$ cat config.mk
export PLATFORM = sky130hd
export DESIGN_NAME = ffa_cell
export DESIGN_NICKNAME = d
export VERILOG_FILES = /design/src/rtl/core/first_fit_block_allocator_macros.svh /design/src/rtl/core/ffa_pkg.sv /design/src/rtl/core/ffa_cell.sv
export SDC_FILE = /design/constraint.sdc
export NUM_CORES = 1
export LEC_CHECK = 0
export ABC_CLOCK_PERIOD_IN_PS = 8100
export CORE_AREA = 2 2 183 185
export CTS_CLUSTER_SIZE = 30
export DETAILED_ROUTE_END_ITERATION = 8
export DIE_AREA = 0 0 185 187
export DONT_BUFFER_PORTS = 1
export PLACE_DENSITY = 0.5
export SETUP_SLACK_MARGIN = 0.15
export SLEW_MARGIN = 20
export SYNTH_ARGS = -nofsm -noshare
export SYNTH_HDL_FRONTEND = slang
export SYNTH_SLANG_ARGS = --single-unit
$ cat constraint.sdc
create_clock -name clk -period 8.1 [get_ports clk]
set_clock_uncertainty 0.2 [all_clocks]
set_input_delay 1.62 -clock clk [delete_from_list [all_inputs] [get_ports clk]]
set_output_delay 1.62 -clock clk [all_outputs]
set_load 0.01 [all_outputs]
$ cat src/rtl/core/first_fit_block_allocator_macros.svh
// Assertion macros for the first-fit block allocator.
// Included by the RTL files that carry concurrent assertions.
`ifndef FIRST_FIT_BLOCK_ALLOCATOR_MACROS_SVH
`define FIRST_FIT_BLOCK_ALLOCATOR_MACROS_SVH
`ifndef SYNTHESIS
`define FFA_ASSERT(lbl, clk, rst_n, prop) \
    lbl: assert property (@(posedge clk) disable iff (!rst_n) (prop)) \
        else $error("assertion failed");
`define FFA_ASSERT_NEXT(lbl, clk, rst_n, pre, post) \
    lbl: assert property (@(posedge clk) disable iff (!rst_n) (pre) |=> (post)) \
        else $error("assertion failed");
`else
`define FFA_ASSERT(lbl, clk, rst_n, prop)
`define FFA_ASSERT_NEXT(lbl, clk, rst_n, pre, post)
`endif
`endif

$ cat src/rtl/core/ffa_pkg.sv
// Shared types and codes for the first-fit block allocator.
// No dependencies.
`default_nettype none
package ffa_pkg;
    typedef enum logic [1:0] {
        ST_OK       = 2'd0,
        ST_OOM      = 2'd1,
        ST_NOTFOUND = 2'd2
    } status_t;

    typedef enum logic {
        KIND_ALLOC = 1'b0,
        KIND_FREE  = 1'b1
    } kind_t;

    typedef enum logic {
        CFG_HEAP_BASE = 1'b0,
        CFG_HEAP_SIZE = 1'b1
    } cfg_index_t;

    typedef enum logic {
        S_IDLE = 1'b0,
        S_SCAN = 1'b1
    } state_t;

    typedef struct packed {
        logic [31:0] offset;
        logic [31:0] size;
        logic        free;
        logic        valid;
    } seg_t;

    typedef struct packed {
        logic        init;
        logic [31:0] init_size;
        logic        launch;
        kind_t       kind;
        logic [31:0] req;
        logic [31:0] req_hdr;
        logic [31:0] base_hdr;
        logic [31:0] addr;
        logic        split_ok;
        logic        shift;
    } cmd_t;

    typedef struct packed {
        seg_t        seg;
        logic        tok;
        logic        ins;
        logic [31:0] ins_offset;
        logic [31:0] ins_size;
    } link_t;
endpackage
`default_nettype wire

$ cat src/rtl/core/ffa_cell.sv
// One segment-table cell: holds one segment, checks it when the scan token arrives.
// Depends on ffa_pkg.
`default_nettype none
module ffa_cell #(
    parameter int          HEADER_BYTES = 32,
    parameter bit          IS_FIRST     = 1'b0,
    parameter logic [31:0] RST_SIZE     = 32'd0
) (
    input  wire logic          clk,
    input  wire logic          rst_n,
    input  wire ffa_pkg::cmd_t cmd,
    input  wire ffa_pkg::link_t left,
    output ffa_pkg::link_t     right,
    output logic               hit,
    output logic               split,
    output logic [31:0]        res_addr
);
    localparam logic [31:0] HDR = 32'(HEADER_BYTES);

    ffa_pkg::seg_t seg_reg, seg_next;
    logic          tok_reg, tok_next;
    logic          seen_reg, seen_next;
    logic [31:0]   rem;
    logic [31:0]   payload;
    logic          fit;

    always_comb
    begin
        payload  = cmd.base_hdr + seg_reg.offset;
        rem      = seg_reg.size - cmd.req;
        fit      = seg_reg.valid && seg_reg.free && (seg_reg.size >= cmd.req);
        if (cmd.kind == ffa_pkg::KIND_FREE)
        begin
            hit = tok_reg && seg_reg.valid && (payload == cmd.addr);
        end
        else
        begin
            hit = tok_reg && fit;
        end
        split    = hit && (cmd.kind == ffa_pkg::KIND_ALLOC) && cmd.split_ok && (rem >= HDR);
        res_addr = (hit && cmd.kind == ffa_pkg::KIND_ALLOC) ? payload : 32'd0;

        right.seg        = seg_reg;
        right.tok        = tok_reg && !hit;
        right.ins        = split;
        right.ins_offset = seg_reg.offset + cmd.req_hdr;
        right.ins_size   = rem - HDR;

        seg_next  = seg_reg;
        tok_next  = cmd.launch ? IS_FIRST : left.tok;
        seen_next = cmd.launch ? 1'b0 : (seen_reg || tok_reg);
        if (cmd.init)
        begin
            tok_next  = 1'b0;
            seen_next = 1'b0;
            if (IS_FIRST)
            begin
                seg_next = '{offset: 32'd0, size: cmd.init_size, free: 1'b1, valid: 1'b1};
            end
            else
            begin
                seg_next = '0;
            end
        end
        else if (hit)
        begin
            if (cmd.kind == ffa_pkg::KIND_FREE)
            begin
                seg_next.free = 1'b1;
            end
            else
            begin
                seg_next.free = 1'b0;
                if (split)
                begin
                    seg_next.size = cmd.req;
                end
            end
        end
        else if (cmd.shift && !seen_reg && !tok_reg)
        begin
            if (left.ins)
            begin
                seg_next = '{offset: left.ins_offset, size: left.ins_size,
                             free: 1'b1, valid: 1'b1};
            end
            else
            begin
                seg_next = left.seg;
            end
        end
    end

    always_ff @(posedge clk or negedge rst_n)
    begin
        if (!rst_n)
        begin
            seg_reg  <= IS_FIRST
                        ? ffa_pkg::seg_t'{offset: 32'd0, size: RST_SIZE, free: 1'b1, valid: 1'b1}
                        : ffa_pkg::seg_t'('0);
            tok_reg  <= 1'b0;
            seen_reg <= 1'b0;
        end
        else
        begin
            seg_reg  <= seg_next;
            tok_reg  <= tok_next;
            seen_reg <= seen_next;
        end
    end
endmodule
`default_nettype wire

==> out/results.txt <==
worst reg2reg path depth: 18
# rows: 67
worst skew pair latency: 350 ps
CTS Buf Count: 9
post-cts hold buffer count: 0
DP Area: 11200 µm²
CTS tree: yes
Seq/Total Area, Yosys: 15.5%
hold_sp: seen_reg
Final Hold Viols: 0
RSZ-0062 raised after global routing: no
sequence of cells on the critical path: ha_1, inv_1, fa_1, a21o_2, a221o_2, a2111oi_4, nor4_1, or3_1, and2_1, or3_1, nor4_2, and2_1, or4b_1, xnor2_1
PD cells: 151 nW/µm²
outcome: finished, final reports clean
Iter 0 DRT Violations: 536
clock sink total: 68
clk buf depth: 2
post-detailed-route DRC marker count: 0
Die W: 185 µm
Worst Tran Pin Value: 1040 ps
Routed WL: 40.5 mm
count of cell types in the netlist: 92
Vias: 10700
vias per inst: 5.76
Starting Density: 33.5%
commonest cells after routing, fill and taps aside: 169 x nor2_1, 138 x a21oi_1, 95 x ha_1
crit-path max cell delay: 540 ps
grt ovf: 0
EDFF count, synth: 0
Min-Delay Path Depth: 2
synthesized netlist cell count: 1452
IO Pins: 465
FF-to-FF End: right[78]
critical path peak fanout: 4
Worst setup EP type: output pin
WL/cell: 21.9 µm
Final Cell Area: 11600 µm²
net count of the mapped netlist: 1849
most common cell after layout, fill and taps aside: nor2_1
CP required: 6280 ps
die area: 34600 µm²
fin. max-slew vios: 0
peak supply drop: 0.0804 mV
Worst Path Buf+Inv: 1
GPL Wtd Cong: 0.926
final worst-path cycle share: 95.8%
Chip Height: 187 µm
reg2reg setup slack: 2770 ps
synth-to-layout area growth: 5.55%
largest net degree at the start of global routing: 69
Final min period: 7760 ps
Slowest-stage cell, CP: a2111oi_4
vias in the first global route: 10400
Setup CP Type: input port to output pin
Synth warnings: 0
Largest register FFs: 66
clk slew on worst S/H paths: 70 ps
Final #Nets: 1793
Hold Path Class: flop to flop
Detail Route Antenna Nets: 0
final count of negative-setup-slack endpoints: 0
layout cells sized above 1: 6.07%
Fmax: 129 MHz
setup TNS: 0 ps
maxcap violations: 0
critical path's top delay family: simple AND/OR/NAND/NOR gates
core footprint: 32900 µm²
CTS root buffer: clkbuf_16
#FFs+latches synth: 68
startpoint types: input port
drt first pass iters: 5
Leakage: 5.18 nW
synth top area cells: dfrtp_1 15%, ha_1 11%, mux2i_1 7.1%, a21oi_1 6.3%, nor2_1 5.8%
WP data arrival: 5940 ps
Yosys top cell by area: dfrtp_1
Async S/R FF share, synth: 100%
Worst R2R Start: right[68]
H-tree depth: 3
IO Port Bufs: 0
number of antenna violations at the first check in global routing: 4
hpwl dp: 33.2 mm
Syn Area/Cell: 7.57 µm²
Synth Cell Area: 11000 µm²
Hold Path End: seen_reg
Slew Limit Headroom: 29.8%
total track usage: 22.7%
post-synth top area share: 15.5%
first-pass GRT wire length: 61.0 mm
Top FF cell, synth: dfrtp_1
[layout make-up]
cell class | count | area (µm²)
fill | 3564 | 21300
multi-input combinational | 1233 | 8640
sequential | 68 | 1700
tap | 448 | 561
inverter | 75 | 284
clock buffer | 10 | 239
clock inverter | 6 | 111
timing repair buffer | 9 | 67.6
antenna | 1 | 2.50
[kinds of logic (layout without fill, tap and decap cells)]
| logic type | count (synthesis) | in the layout | share of synthesized area [%] |
|---|---|---|---|
| and+or+nand+nor | 496 | 496 | 21.9 |
| AOI/OAI and AO/OA | 436 | 436 | 27.0 |
| buffers and inverters | 151 | 100 | 6.15 |
| xor gates and xnor gates | 125 | 125 | 10.9 |
| adders and majority gates | 98 | 98 | 11.4 |
| muxes | 78 | 78 | 7.10 |
| DFF | 68 | 68 | 15.5 |
| other | 0 | 1 | 0 |
[through the flow]
stage | util, % | instances | worst slack [ps] | power, mW | hold WS (ps)
global placement | 34.2 | 1833 | 252 | 1.26 | 334
detailed placement | 34.2 | 1833 | 242 | 1.26 | 350
finish | 35.3 | 1850 | 341 | 1.75 | 361
CTS | 35.3 | 1849 | 224 | 1.76 | 365
global route | 35.3 | 1850 | 173 | 1.87 | 420
floorplan | - | 1452 | 725 | 1.08 | 306
[metal layers]
layer	routed length, µm	vias to the layer above	track usage, %
met4	1050	4	7.30
met5	21	-	0
li1	-	5213	-
met3	2850	42	5.51
met1	16300	5055	26.6
met2	20300	347	40.5
[worst max path at each step]
| stage | start | to | slack (ps) | cells after the start |
|---|---|---|---|---|
| after global routing | cmd[98] | right[31] | 170 | 15 |
| after detailed placement | cmd[98] | right[31] | 240 | 14 |
| final | cmd[98] | right[31] | 340 | 14 |
| after CTS | cmd[98] | right[31] | 220 | 14 |
| after global placement | cmd[98] | right[31] | 250 | 14 |
| after floorplan | cmd[98] | right[31] | 730 | 14 |
[cell usage after synthesis, drive strengths merged (6+ instances only)]
cell type  number
a21o           36
o31a           10
mux2i          78
o21a           25
nor2b          14
or3            14
o21ai          52
o31ai           9
a211oi         39
o211ai         12
nand3          59
or2            11
buf            10
o21bai         11
a31oi          10
and3           11
dfrtp          68
o2111ai         6
or4             6
ha             95
and2           14
a2111oi         7
nor2          169
nand4b          7
nand2b         10
nor3b           6
xor2           45
inv            75
clkbuf         63
nor4            9
o311ai          8
a21oi         167
nor3           44
nand2          89
xnor2          73
nand4          18
[report_power, final]
group,internal [mW],switching [mW]
clock,0.310,0.181
sequential,0.363,0.0500
combinational,0.329,0.513
total,1.00,0.745
[timing repair]
item	4_1_cts	5_1_grt
resized for setup	0	1
setup endpoints to repair	0	1
setup buffers	0	0
[worst register-to-register path: stages, from the launching register on]
cell	delay, ps
dfrtp_1	440
inv_1	80
ha_1	170
inv_1	60
fa_1	390
a21o_2	250
a221o_2	390
a2111oi_4	540
buf_4	210
nor2_1	60
xnor2_2	250
nand4b_1	230
nand4bb_1	320
buf_4	210
or4_1	560
o21ai_4	180
buf_4	390
nand3_1	150
a21oi_1	180
(Power assumes the default switching activity.)
